`src/rtl/core/dacks_pkg.sv`:
```
// Shared types, constants and helper functions for the DHCP ACK option snooper.
// No dependencies; every other file of the block imports this package.
package dacks_pkg;

    // Width used for position and packet-end arithmetic (covers 14 + 65535 + 256)
    localparam int CMP_W = 18;

    // Frame offsets, assuming 14-byte Ethernet and 20-byte IPv4 headers
    localparam logic [CMP_W-1:0] POS_DEST_END   = CMP_W'(6);
    localparam logic [CMP_W-1:0] POS_LEN_HI     = CMP_W'(16);
    localparam logic [CMP_W-1:0] POS_LEN_LO     = CMP_W'(17);
    localparam logic [CMP_W-1:0] POS_YIADDR_LO  = CMP_W'(58);
    localparam logic [CMP_W-1:0] POS_YIADDR_HI  = CMP_W'(61);
    localparam logic [CMP_W-1:0] POS_CHADDR_LO  = CMP_W'(70);
    localparam logic [CMP_W-1:0] POS_CHADDR_HI  = CMP_W'(75);
    localparam logic [CMP_W-1:0] POS_COOKIE_LO  = CMP_W'(278);
    localparam logic [CMP_W-1:0] POS_COOKIE_HI  = CMP_W'(281);
    localparam logic [CMP_W-1:0] POS_OPT_START  = CMP_W'(282);
    localparam logic [CMP_W-1:0] ETH_HDR_BYTES  = CMP_W'(14);

    // Option codes and markers
    localparam logic [7:0] OPT_PAD       = 8'h00;
    localparam logic [7:0] OPT_MASK      = 8'h01;
    localparam logic [7:0] OPT_LEASE     = 8'd51;
    localparam logic [7:0] OPT_MSG_TYPE  = 8'd53;
    localparam logic [7:0] OPT_END       = 8'hff;
    localparam logic [7:0] MSG_ACK       = 8'd5;
    localparam logic [7:0] MASK_OPT_LEN  = 8'd4;
    localparam logic [7:0] LEASE_OPT_LEN = 8'd4;
    localparam logic [5:0] PREFIX_FULL   = 6'd32;

    // Result status codes
    localparam logic [2:0] ST_OK        = 3'd0;
    localparam logic [2:0] ST_SHORT     = 3'd1;
    localparam logic [2:0] ST_BAD_LEN   = 3'd2;
    localparam logic [2:0] ST_BAD_COOKIE = 3'd3;
    localparam logic [2:0] ST_ZERO_MASK = 3'd4;

    // Option walker phase, one-hot
    typedef enum logic [3:0] {
        PH_CODE = 4'b0001,
        PH_LEN  = 4'b0010,
        PH_DATA = 4'b0100,
        PH_DONE = 4'b1000
    } t_phase;

    typedef struct packed {
        logic [7:0] data_byte;
        logic       last_byte;
    } t_in_item;

    typedef struct packed {
        logic [2:0]  status;
        logic        is_ack;
        logic [7:0]  msg_type;
        logic [31:0] offered_ip;
        logic [47:0] client_mac;
        logic [5:0]  prefix_len;
        logic [31:0] lease_seconds;
        logic        lease_present;
        logic        dest_broadcast;
    } t_result;

    // Magic cookie byte; index 0 is the first byte on the wire
    function automatic logic [7:0] magic_byte(input logic [1:0] idx);
        logic [7:0] v;
        case (idx)
            2'd0:    v = 8'd99;
            2'd1:    v = 8'd130;
            2'd2:    v = 8'd83;
            default: v = 8'd99;
        endcase
        return v;
    endfunction

    // 32 minus trailing zeros of the mask; 32 for an all-zero word
    function automatic logic [5:0] prefix_of(input logic [31:0] m);
        logic [5:0] n;
        n = PREFIX_FULL;
        for (int i = 31; i >= 0; i--) begin
            if (m[i]) begin
                n = 6'(32 - i);
            end
        end
        return n;
    endfunction

endpackage

```
`src/rtl/core/dhcp_ack_option_snooper.sv`:
```
// Top level of the DHCP ACK option snooper: input register, frame parser and
// result register. Depends on dacks_pkg, dacks_in_stage, dacks_parser, dacks_out_stage.
//
//   Channel  | Handshake          | Payload
//   ---------+--------------------+--------------------------------------------
//   in       | i_valid / o_ready  | i_data_byte, i_last_byte
//   out      | o_valid / i_ready  | o_status, o_is_ack, o_msg_type, o_offered_ip,
//            |                    | o_client_mac, o_prefix_len, o_lease_seconds,
//            |                    | o_lease_present, o_dest_broadcast
//
// One byte per clock sustained while the result register can take a last byte. A byte goes
// from the input register through the parser; o_valid rises when the result of the
// last byte of a frame is loaded into the result register.
// Reset is synchronous and clears the frame state; no clearing pass.
// A stall on the output holds only a last byte; other bytes keep flowing.
module dhcp_ack_option_snooper
    import dacks_pkg::*;
#(
    parameter int MAX_FRAME_BYTES = 2048
) (
    input  logic        i_clk,
    input  logic        i_rst_n,
    input  logic        i_valid,
    output logic        o_ready,
    input  logic [7:0]  i_data_byte,
    input  logic        i_last_byte,
    output logic        o_valid,
    input  logic        i_ready,
    output logic [2:0]  o_status,
    output logic        o_is_ack,
    output logic [7:0]  o_msg_type,
    output logic [31:0] o_offered_ip,
    output logic [47:0] o_client_mac,
    output logic [5:0]  o_prefix_len,
    output logic [31:0] o_lease_seconds,
    output logic        o_lease_present,
    output logic        o_dest_broadcast
);

    t_in_item in_item;
    t_in_item stg_item;
    logic     stg_valid;
    logic     take;
    logic     out_free;
    logic     res_load;
    t_result  res_next;
    t_result  res_q;

    assign in_item.data_byte = i_data_byte;
    assign in_item.last_byte = i_last_byte;

    dacks_in_stage u_in (
        .i_clk   (i_clk),
        .i_rst_n (i_rst_n),
        .i_valid (i_valid),
        .i_item  (in_item),
        .i_take  (take),
        .o_ready (o_ready),
        .o_valid (stg_valid),
        .o_item  (stg_item)
    );

    dacks_parser #(
        .MAX_FRAME_BYTES (MAX_FRAME_BYTES)
    ) u_parser (
        .i_clk      (i_clk),
        .i_rst_n    (i_rst_n),
        .i_valid    (stg_valid),
        .i_item     (stg_item),
        .i_out_free (out_free),
        .o_take     (take),
        .o_res_load (res_load),
        .o_result   (res_next)
    );

    dacks_out_stage u_out (
        .i_clk    (i_clk),
        .i_rst_n  (i_rst_n),
        .i_load   (res_load),
        .i_result (res_next),
        .i_ready  (i_ready),
        .o_free   (out_free),
        .o_valid  (o_valid),
        .o_result (res_q)
    );

    assign o_status         = res_q.status;
    assign o_is_ack         = res_q.is_ack;
    assign o_msg_type       = res_q.msg_type;
    assign o_offered_ip     = res_q.offered_ip;
    assign o_client_mac     = res_q.client_mac;
    assign o_prefix_len     = res_q.prefix_len;
    assign o_lease_seconds  = res_q.lease_seconds;
    assign o_lease_present  = res_q.lease_present;
    assign o_dest_broadcast = res_q.dest_broadcast;

endmodule

```
`src/rtl/core/dacks_in_stage.sv`:
```
// Input register of the DHCP ACK option snooper: holds one byte transaction.
// Depends on dacks_pkg.
module dacks_in_stage
    import dacks_pkg::*;
(
    input  logic     i_clk,
    input  logic     i_rst_n,
    input  logic     i_valid,
    input  t_in_item i_item,
    input  logic     i_take,
    output logic     o_ready,
    output logic     o_valid,
    output t_in_item o_item
);

    logic     r_valid;
    t_in_item r_item;

    assign o_ready = !r_valid || i_take;
    assign o_valid = r_valid;
    assign o_item  = r_item;

    always_ff @(posedge i_clk) begin
        if (!i_rst_n) begin
            r_valid <= 1'b0;
        end else if (o_ready) begin
            r_valid <= i_valid;
        end
    end

    always_ff @(posedge i_clk) begin
        if (o_ready && i_valid) begin
            r_item <= i_item;
        end
    end

endmodule

```
`src/rtl/core/dacks_parser.sv`:
```
// Frame parser of the DHCP ACK option snooper: header capture, option walk
// and status evaluation, one byte per cycle while the result register can take a last byte. Depends on dacks_pkg.
module dacks_parser
    import dacks_pkg::*;
#(
    parameter int MAX_FRAME_BYTES = 2048
) (
    input  logic     i_clk,
    input  logic     i_rst_n,
    input  logic     i_valid,
    input  t_in_item i_item,
    input  logic     i_out_free,
    output logic     o_take,
    output logic     o_res_load,
    output t_result  o_result
);

    localparam int POS_W = $clog2(MAX_FRAME_BYTES + 1);
    localparam logic [POS_W-1:0] POS_MAX = POS_W'(MAX_FRAME_BYTES);

    logic [POS_W-1:0] r_pos,      n_pos;
    logic [15:0]      r_iplen,    n_iplen;
    logic [31:0]      r_offer,    n_offer;
    logic [47:0]      r_hw,       n_hw;
    logic             r_bcast,    n_bcast;
    logic             r_cookie,   n_cookie;
    t_phase           r_phase,    n_phase;
    logic [7:0]       r_code,     n_code;
    logic [7:0]       r_rem,      n_rem;
    logic [31:0]      r_data,     n_data;
    logic [7:0]       r_type,     n_type;
    logic [5:0]       r_prefix,   n_prefix;
    logic             r_mask_err, n_mask_err;
    logic             r_mask_seen, n_mask_seen;
    logic [31:0]      r_lease,    n_lease;
    logic             r_lease_ok, n_lease_ok;

    logic             step;
    logic [7:0]       b;
    logic [CMP_W-1:0] p;
    logic [CMP_W-1:0] pkt_end;
    logic [CMP_W-1:0] flen;
    logic [7:0]       eff_code;
    logic [7:0]       rem_dec;
    logic [31:0]      data_sh;
    logic [2:0]       st;

    // A last byte needs room in the result register
    assign step       = i_valid && (!i_item.last_byte || i_out_free);
    assign o_take     = step;
    assign o_res_load = step && i_item.last_byte;
    assign b          = i_item.data_byte;
    assign p          = CMP_W'(r_pos);
    assign pkt_end    = ETH_HDR_BYTES + CMP_W'(r_iplen);

    always_comb begin
        n_pos       = r_pos;
        n_iplen     = r_iplen;
        n_offer     = r_offer;
        n_hw        = r_hw;
        n_bcast     = r_bcast;
        n_cookie    = r_cookie;
        n_phase     = r_phase;
        n_code      = r_code;
        n_rem       = r_rem;
        n_data      = r_data;
        n_type      = r_type;
        n_prefix    = r_prefix;
        n_mask_err  = r_mask_err;
        n_mask_seen = r_mask_seen;
        n_lease     = r_lease;
        n_lease_ok  = r_lease_ok;
        eff_code    = r_code;
        rem_dec     = r_rem - 8'd1;
        data_sh     = {r_data[23:0], b};

        // Bytes past the size limit are dropped
        if (r_pos < POS_MAX) begin
            n_pos = r_pos + POS_W'(1);
            if (p < POS_DEST_END && b != OPT_END) begin
                n_bcast = 1'b0;
            end
            if (p == POS_LEN_HI) begin
                n_iplen = {b, 8'h00};
            end
            if (p == POS_LEN_LO) begin
                n_iplen = {r_iplen[15:8], b};
            end
            if (p >= POS_YIADDR_LO && p <= POS_YIADDR_HI) begin
                n_offer = {r_offer[23:0], b};
            end
            if (p >= POS_CHADDR_LO && p <= POS_CHADDR_HI) begin
                n_hw = {r_hw[39:0], b};
            end
            if (p >= POS_COOKIE_LO && p <= POS_COOKIE_HI
                    && b != magic_byte(p[1:0] - 2'd2)) begin
                n_cookie = 1'b0;
            end

            if (p >= POS_OPT_START && p < pkt_end && r_phase != PH_DONE) begin
                case (r_phase)
                    PH_CODE: begin
                        if (b == OPT_END) begin
                            n_phase = PH_DONE;
                        end else if (b != OPT_PAD) begin
                            n_code  = b;
                            n_phase = PH_LEN;
                        end
                    end
                    PH_LEN: begin
                        if (p + CMP_W'(1) + CMP_W'(b) > pkt_end) begin
                            // Truncated option: stop without using it
                            n_phase = PH_DONE;
                        end else if (r_code == OPT_MASK && b != MASK_OPT_LEN
                                     && !r_mask_seen) begin
                            n_mask_err = 1'b1;
                            n_phase    = PH_DONE;
                        end else begin
                            if (r_code == OPT_MASK && b != MASK_OPT_LEN) begin
                                eff_code = OPT_PAD;
                            end
                            if (r_code == OPT_LEASE && b != LEASE_OPT_LEN) begin
                                eff_code = OPT_PAD;
                            end
                            if (r_code == OPT_MSG_TYPE && b == 8'd0) begin
                                eff_code = OPT_PAD;
                            end
                            n_code  = eff_code;
                            n_rem   = b;
                            n_data  = 32'd0;
                            n_phase = (b != 8'd0) ? PH_DATA : PH_CODE;
                        end
                    end
                    PH_DATA: begin
                        n_data = data_sh;
                        if (r_code == OPT_MSG_TYPE) begin
                            n_type   = b;
                            eff_code = OPT_PAD;
                        end
                        n_code = eff_code;
                        n_rem  = rem_dec;
                        if (rem_dec == 8'd0) begin
                            n_phase = PH_CODE;
                            if (eff_code == OPT_MASK) begin
                                if (data_sh == 32'd0) begin
                                    n_mask_err = 1'b1;
                                    n_phase    = PH_DONE;
                                end else begin
                                    n_prefix    = prefix_of(data_sh);
                                    n_mask_seen = 1'b1;
                                end
                            end else if (eff_code == OPT_LEASE) begin
                                n_lease    = data_sh;
                                n_lease_ok = 1'b1;
                            end
                        end
                    end
                    default: begin
                        n_phase = PH_DONE;
                    end
                endcase
            end
        end
    end

    // Status on the updated state; lowest error code wins
    assign flen = CMP_W'(n_pos);

    always_comb begin
        if (flen < POS_OPT_START) begin
            st = ST_SHORT;
        end else if (CMP_W'(n_iplen) > flen - ETH_HDR_BYTES) begin
            st = ST_BAD_LEN;
        end else if (!n_cookie) begin
            st = ST_BAD_COOKIE;
        end else if (n_mask_err) begin
            st = ST_ZERO_MASK;
        end else begin
            st = ST_OK;
        end
    end

    always_comb begin
        o_result.status         = st;
        o_result.is_ack         = (st == ST_OK) && (n_type == MSG_ACK) && (n_offer != 32'd0);
        o_result.msg_type       = n_type;
        o_result.offered_ip     = n_offer;
        o_result.client_mac     = n_hw;
        o_result.prefix_len     = n_prefix;
        o_result.lease_seconds  = n_lease;
        o_result.lease_present  = n_lease_ok;
        o_result.dest_broadcast = n_bcast;
    end

    // Clear all frame state on reset and after the last byte
    always_ff @(posedge i_clk) begin
        if (!i_rst_n || o_res_load) begin
            r_pos       <= '0;
            r_iplen     <= '0;
            r_offer     <= '0;
            r_hw        <= '0;
            r_bcast     <= 1'b1;
            r_cookie    <= 1'b1;
            r_phase     <= PH_CODE;
            r_code      <= '0;
            r_rem       <= '0;
            r_data      <= '0;
            r_type      <= '0;
            r_prefix    <= PREFIX_FULL;
            r_mask_err  <= 1'b0;
            r_mask_seen <= 1'b0;
            r_lease     <= '0;
            r_lease_ok  <= 1'b0;
        end else if (step) begin
            r_pos       <= n_pos;
            r_iplen     <= n_iplen;
            r_offer     <= n_offer;
            r_hw        <= n_hw;
            r_bcast     <= n_bcast;
            r_cookie    <= n_cookie;
            r_phase     <= n_phase;
            r_code      <= n_code;
            r_rem       <= n_rem;
            r_data      <= n_data;
            r_type      <= n_type;
            r_prefix    <= n_prefix;
            r_mask_err  <= n_mask_err;
            r_mask_seen <= n_mask_seen;
            r_lease     <= n_lease;
            r_lease_ok  <= n_lease_ok;
        end
    end

endmodule

```
`src/rtl/core/dacks_out_stage.sv`:
```
// Result register of the DHCP ACK option snooper: holds one result transaction
// until the consumer takes it. Depends on dacks_pkg.
module dacks_out_stage
    import dacks_pkg::*;
(
    input  logic    i_clk,
    input  logic    i_rst_n,
    input  logic    i_load,
    input  t_result i_result,
    input  logic    i_ready,
    output logic    o_free,
    output logic    o_valid,
    output t_result o_result
);

    logic    r_valid;
    t_result r_result;

    assign o_free   = !r_valid || i_ready;
    assign o_valid  = r_valid;
    assign o_result = r_result;

    always_ff @(posedge i_clk) begin
        if (!i_rst_n) begin
            r_valid <= 1'b0;
        end else if (o_free) begin
            r_valid <= i_load;
        end
    end

    always_ff @(posedge i_clk) begin
        if (i_load) begin
            r_result <= i_result;
        end
    end

endmodule

```
`config.mk`:
```
export PLATFORM = sky130hd
export DESIGN_NAME = dhcp_ack_option_snooper
export DESIGN_NICKNAME = d
export VERILOG_FILES = /design/src/rtl/core/dacks_pkg.sv /design/src/rtl/core/dhcp_ack_option_snooper.sv /design/src/rtl/core/dacks_in_stage.sv /design/src/rtl/core/dacks_parser.sv /design/src/rtl/core/dacks_out_stage.sv
export SDC_FILE = /design/constraint.sdc
export NUM_CORES = 1
export LEC_CHECK = 0
export CAP_MARGIN = 25
export CORE_ASPECT_RATIO = 0.6
export CORE_UTILIZATION = 40
export DETAILED_ROUTE_END_ITERATION = 6
export DONT_BUFFER_PORTS = 1
export GPL_TIMING_DRIVEN = 0
export PLACE_DENSITY = 0.52
export REMOVE_ABC_BUFFERS = 1
export SYNTH_ARGS = -nofsm -noshare
export SYNTH_HDL_FRONTEND = slang
export SYNTH_SLANG_ARGS = --single-unit
```
`constraint.sdc`:
```
create_clock -name i_clk -period 9.3 [get_ports i_clk]
set_input_delay 2.325 -clock i_clk [delete_from_list [all_inputs] [get_ports i_clk]]
set_output_delay 2.325 -clock i_clk [all_outputs]
set_load 0.01 [all_outputs]
```
## Yosys cells after proc, flatten, opt, wreduce, memory -nomap -nowiden

Cells that the tools add are included.

- Register bits after elaboration: 346
- Bits in latches: 0
- RAM bits: 0
- Bits in read-only memories: 0
- Input bits: 13
- Output and inout bits: 134
- Logic and storage cells: 219
- Memories kept: 0

- Add/sub/neg operators: 7
- Multipliers: 0
- Div/mod/pow operators: 0
- $lt $le $gt $ge: 13
- Equality and inequality tests: 25
- Shift-type cells: 0
- Mux-type cells: 107
- Bitwise gates (word level): 1
- Reduce and logical (&&, ||, !) cells: 37

Operators with widths:

| operator | count |
|---|---|
| two-way mux 32 bit | 8 |
| two-way mux 6 bit | 38 |
| two-way mux 8 bit | 18 |
| two-way mux 48 bit | 2 |
| two-way mux 16 bit | 3 |
| two-way mux 24 bit | 2 |
| one-hot mux 24 bit (2 select lines) | 1 |
| logical NOT 32 bit | 1 |
| one-hot mux 8 bit (2 select lines) | 2 |
| nonzero test 32 bit | 1 |
| two-way mux 4 bit | 7 |
| equality test 12 x 5 -> 1 bit, second input constant | 2 |
| equality test 8 x 6 -> 1 bit, second input constant | 3 |
| >= comparator 12 x 9 -> 1 bit, second input constant | 2 |
| one-hot mux 8 bit (3 select lines) | 1 |
| adder 18 x 8 -> 18 bit | 1 |
| > comparator 16 x 18 -> 1 bit | 1 |
| > comparator 18 bit | 1 |
| less-than comparator 12 x 18 -> 1 bit | 1 |
| adder 4 x 16 -> 17 bit, first input constant | 1 |
| two-way mux 1 bit | 17 |
| equality test 8 x 1 -> 1 bit, second input constant | 2 |
| logical AND 1 bit | 16 |
| logical NOT 8 bit | 2 |
| 43 further kinds | 57 |

## Depth between registers and ports, before layout

- Word-level depth: 38
- Depth in mapped cells: 22
- Mapped depth without buffers: 19

## Modules after synthesis

A second synthesis with hierarchy kept.

- Cells, all modules: 1,683
- Area total of the unflattened synthesis: 16,816.1 sq um

By module, submodules not included:

| module | times used | cells an instance | area each (sq um) | sequential area each (sq um) |
|---|---|---|---|---|
| dacks_parser | 1 | 1,533 | 12,475.7 | 4,063.9 |
| dacks_out_stage | 1 | 136 | 4,012.6 | 3,983.8 |
| dacks_in_stage | 1 | 14 | 327.8 | 290.3 |

## Worst setup path before layout

OpenSTA, ideal clock, no wires.

- Kind: input-to-reg
- Start: input port i_ready
- End: register u_parser.r_iplen[0]
- Library setup time: 0.128 ns
- Data arrival time: 6.805 ns
- Required time: 9.172 ns
- Path slack: 2.368 ns
- Stages: 8
- Path buffers: 3
- Path through: nor2b_1 -> nand2_1 -> and3_1 -> nand2b_1 -> clkbuf_1 -> clkbuf_1 -> buf_1 -> nor2_1

- Cells in the longest elaborated chain, start to end: 5

Ends and longest elaborated chain:

| what | line | source |
|---|---|---|
| start, declared | dhcp_ack_option_snooper.sv:28 | `input logic i_ready,` |
| logical OR 1 bit | dacks_out_stage.sv:19 | `assign o_free = !r_valid \|\| i_ready;` |
| logical OR 1 bit | dacks_parser.sv:49 | `assign step = i_valid && (!i_item.last_byte \|\| i_out_free);` |
| logical AND 1 bit | dacks_parser.sv:49 |  |
| logical AND 1 bit | dacks_parser.sv:51 | `assign o_res_load = step && i_item.last_byte;` |
| net res_load | dhcp_ack_option_snooper.sv:45 | `logic res_load;` |
| logical OR 1 bit | dacks_parser.sv:197 | `if (!i_rst_n \|\| o_res_load) begin` |
| end signal, assigned | dacks_parser.sv:216 | `r_iplen <= n_iplen;` |
| end, declared | dacks_parser.sv:22 | `logic [15:0] r_iplen, n_iplen;` |

The timed path passes the listed nets, and every way through them passes these cells.
A chain may end at the register's enable or synchronous reset.

## Final worst setup path

- Start: register u_in.r_item, in the netlist u_in.o_item[2]
- End: register u_parser.r_rem[5]

- Cells in the longest elaborated chain, start to end: 5
- Elaborated cells on any way between the ends: 8
- Those cells by class: 1 x add/sub; 1 x order compare; 3 x eq/ne; 3 x reduce/logical

Ends and longest elaborated chain:

| what | line | source |
|---|---|---|
| start, declared | dacks_in_stage.sv:17 | `t_in_item r_item;` |
| start signal, assigned | dacks_in_stage.sv:33 | `r_item <= i_item;` |
| parallel branches: the longest is 4 deep, another holds adder 18 x 8 -> 18 bit | n/a |  |
| AND reduction 6 bit (no line) * | n/a |  |
| end signal, assigned | dacks_parser.sv:223 | `r_rem <= n_rem;` |
| end, declared | dacks_parser.sv:29 | `logic [7:0] r_rem, n_rem;` |

Every way passes the cells marked *.

==> results by group <==
Outcome
  • Status: finished clean

CTS
  • CTS H-Tree Depth: 2
  • Post-CTS setup buffers: 0
  • CTS max path bufs: 3
  • Worst skew pair latency: 0.55 ns
  • CTS sink count: 346
  • TritonCTS buffer count: 36
  • PostCTS Resize Cnt: 0
  • Root Driver: clkbuf_16
  • CTS tree: built
  • Hold buffers post-CTS: 0
  • Clock-pin slew of the registers on the worst-case setup and hold paths: 0.07 ns

Power
  • Worst IR Drop VDD: 0.160 mV
  • Leak: 7.18 nW
  • PwrDens: 172 mW/mm2
  • Total Power: 0.00332 W

STA
  • Worst Tran Pin Value: 1.06 ns
  • Slew margin rel.: 29.4%
  • Worst setup margin: 3.42 ns
  • F_max: 170 MHz
  • Worst Clk Skew: 0.0178 ns
  • Final count of hold timing violations: 0
  • Final setup fails: 0
  • Final Cycle Share: 63.2%
  • Slew Viols, Final: 0
  • RSZ-0062 raised after global routing: no
  • TNS Setup: 0 ns
  • Post-layout minimum cycle time: 5.88 ns

Synth
  • Most frequent cells after synthesis: nor2_1 (250), dfxtp_1 (205), edfxtp_1 (141)
  • Post-synth top area share: 24.4%
  • Post-synth ARST share: 0%
  • Yosys warns: 0
  • Post-synthesis cell area: 0.0173 mm2
  • Main combinational cell family by area after synthesis: simple AND/OR/NAND/NOR gates
  • Yosys reg bits: 346
  • Multiplexer area fraction after synthesis: 11.0%
  • Synth cell types: 80
  • Top-count cell post-synth: nor2_1
  • Synth Flop Type: dfxtp_1
  • Adder-cell share of the synthesized area: 4.45%
  • Simple-gate share of the synthesized area: 18.6%
  • Post-synthesis compound-gate area fraction: 10.9%
  • Xor and xnor area share after synthesis: 3.13%
  • Syn Area/Cell: 9.87 um2
  • Largest cells by area after synthesis: edfxtp_1 (24%), dfxtp_1 (24%), mux2_2 (6.4%)
  • Post-Syn Instances: 1755
  • Area leader, netlist: edfxtp_1
  • Number of synthesized flops with an enable pin: 141
  • Post-synthesis sequential area ratio: 48.1%

Layout
  • FILL cells: 3992
  • Final net count: 1771
  • Area grow syn2layout: 11.1%
  • Antenna Diode Count: 0
  • Final Non-Filler Cells: 2295
  • Share of layout cells above drive strength 1: 12.3%
  • Fin util: 45.5%

Floorplanning
  • Die width: 271 um
  • Die ar.: 0.0442 mm2
  • Total core area: 0.0423 mm2
  • Starting Density: 40.9%
  • Die height: 163 um
  • Boundary pin count: 147
  • Row count: 58

Detailed routing
  • Via count: 13098
  • Routed vias/inst: 5.71
  • Post-Route WL: 47.5 mm
  • # DRC: 0
  • DRT Pass-1 Iters: 7
  • Remaining antenna violation count after routing: 0
  • Starting DRC count in detailed routing: 1195
  • Average routed wire per standard cell: 20.7 um

Worst setup path
  • Crit path DAT: 6.32 ns
  • Crit Reg-Reg Endpoint: u_parser.r_rem[5]
  • CP Data Required Time: 9.74 ns
  • CP Max Fanout: 17
  • CP endpoint kind: flip-flop
  • Crit Path Class: flip-flop to flip-flop
  • Startpoint of the worst register-to-register path: u_in.o_item[2]
  • Startpoint types: flip-flop
  • Reg-to-reg setup timing slack: 3.42 ns
  • Reg2reg path depth: 19

Global routing
  • Largest net degree at the start of global routing: 71
  • Initial antenna violation count: 0
  • Total congestion overflow: 0
  • GRT Overall Usage: 21.2%
  • First-pass GRT wire length: 73.3 mm
  • Vias in the first global route: 12201

Placement
  • GP Congestion: 0.864
  • Hpwl dp: 32.1 mm
  • Count of input and output buffers: 0
  • DP Cell Count: 2227
  • DP Worst Slack: 3.02 ns

Worst hold path
  • Hold endpoint: u_parser.r_offer[28]
  • Hold depth: 2
  • Worst hold path type: flip-flop to flip-flop
  • Hold_sp: u_parser.r_offer[28]

Flow run
  • Number of max-cap violations: 0
[cell usage in the layout, fill, tap and decap left out, types with 34 or more instances in the layout]
cell type	n
mux2_2	99
mux2i_1	56
nor3_1	87
ha_1	60
nand2_1	132
o21ai_0	45
nand3_1	36
a21oi_1	101
xnor2_1	34
nand4_1	55
dfxtp_1	205
nor2_1	249
edfxtp_1	141
clkbuf_16	36
[stage by stage]
step,hold slack (ns),instance area [um2]
6_report,0.459,19200
5_1_grt,0.495,19200
4_1_cts,0.456,19200
3_5_place_dp,0.446,18100
3_3_place_gp,0.442,17500
2_1_floorplan,0.429,16800
[state kept, by name, summed over array words and instances, names as in the netlist, 4 cells and up]
register	cells
u_parser.r_offer	32
u_parser.r_code	8
u_out.o_result	132
u_parser.r_hw	48
u_parser.r_phase	4
u_parser.r_lease	32
u_parser.r_pos	12
u_parser.r_data	24
u_in.o_item	9
u_parser.r_rem	8
u_parser.r_iplen	16
u_parser.r_prefix	6
u_parser.r_type	8
[cell families after synthesis]
family / Yosys count
simple gates: 671
flops: 346
compound gates: 280
mux: 175
buf+inv: 159
xor+xnor: 62
fa+ha+maj: 61
other cells: 1
[worst max path at each step]
| stage | slack [ns] | to | cells past startpoint | from |
|---|---|---|---|---|
| 2_1_floorplan | -0.43 | u_parser.r_rem[2] | 5 | i_ready |
| 3_3_place_gp | -4.71 | u_parser.r_rem[3] | 5 | i_ready |
| 3_5_place_dp | 3.02 | u_parser.r_rem[5] | 18 | u_in.o_item[2] |
| 4_1_cts | 2.91 | u_parser.r_rem[5] | 18 | u_in.o_item[2] |
| 5_1_grt | 2.90 | u_parser.r_rem[5] | 19 | u_in.o_item[2] |
| 6_report | 3.42 | u_parser.r_rem[5] | 19 | u_in.o_item[2] |
[worst max-delay path: stages (launching register included)]
cell,delay (ns)
edfxtp_1,0.92
inv_1,0.42
fa_1,0.56
nor2b_1,0.12
o21ai_0,0.10
a21boi_0,0.24
o21ai_0,0.18
a21oi_1,0.29
o21ai_0,0.16
xnor2_1,0.16
ha_1,0.29
nand4_1,0.16
nor2_1,0.13
a221oi_1,0.09
a2111oi_0,0.38
dlymetal6s2s_1,0.24
a211o_1,0.56
buf_8,0.25
o22ai_1,0.10
a2111oi_1,0.41
[power by group]
part / internal [W] / total, W / switching [W] / leakage (nW)
registers: 0.00161 / 0.00164 / 0.0000364 / 3.14
clock network: 0.000837 / 0.00148 / 0.000640 / 0.566
logic: 0.0000689 / 0.000199 / 0.000130 / 3.48
[final cells by class]
type | count | area (um2) | area share, %
clock buffer | 52 | 991 | 5.15
timing repair buffer | 30 | 515 | 2.68
sequential | 346 | 8340 | 43.3
clock inverter | 14 | 183 | 0.949
inverter | 33 | 124 | 0.644
tap | 570 | 713 | 3.71
multi-input combinational | 1250 | 8380 | 43.6
[per-layer routing]
layer | vias up | wire [um] | global-route usage (%)
met5 | - | 0 | 0
li1 | 6257 | - | -
met1 | 6428 | 25000 | 33.2
met4 | 0 | 663 | 4.39
met3 | 45 | 2710 | 4.07
met2 | 368 | 19100 | 29.4
(Power assumes the default switching activity.)
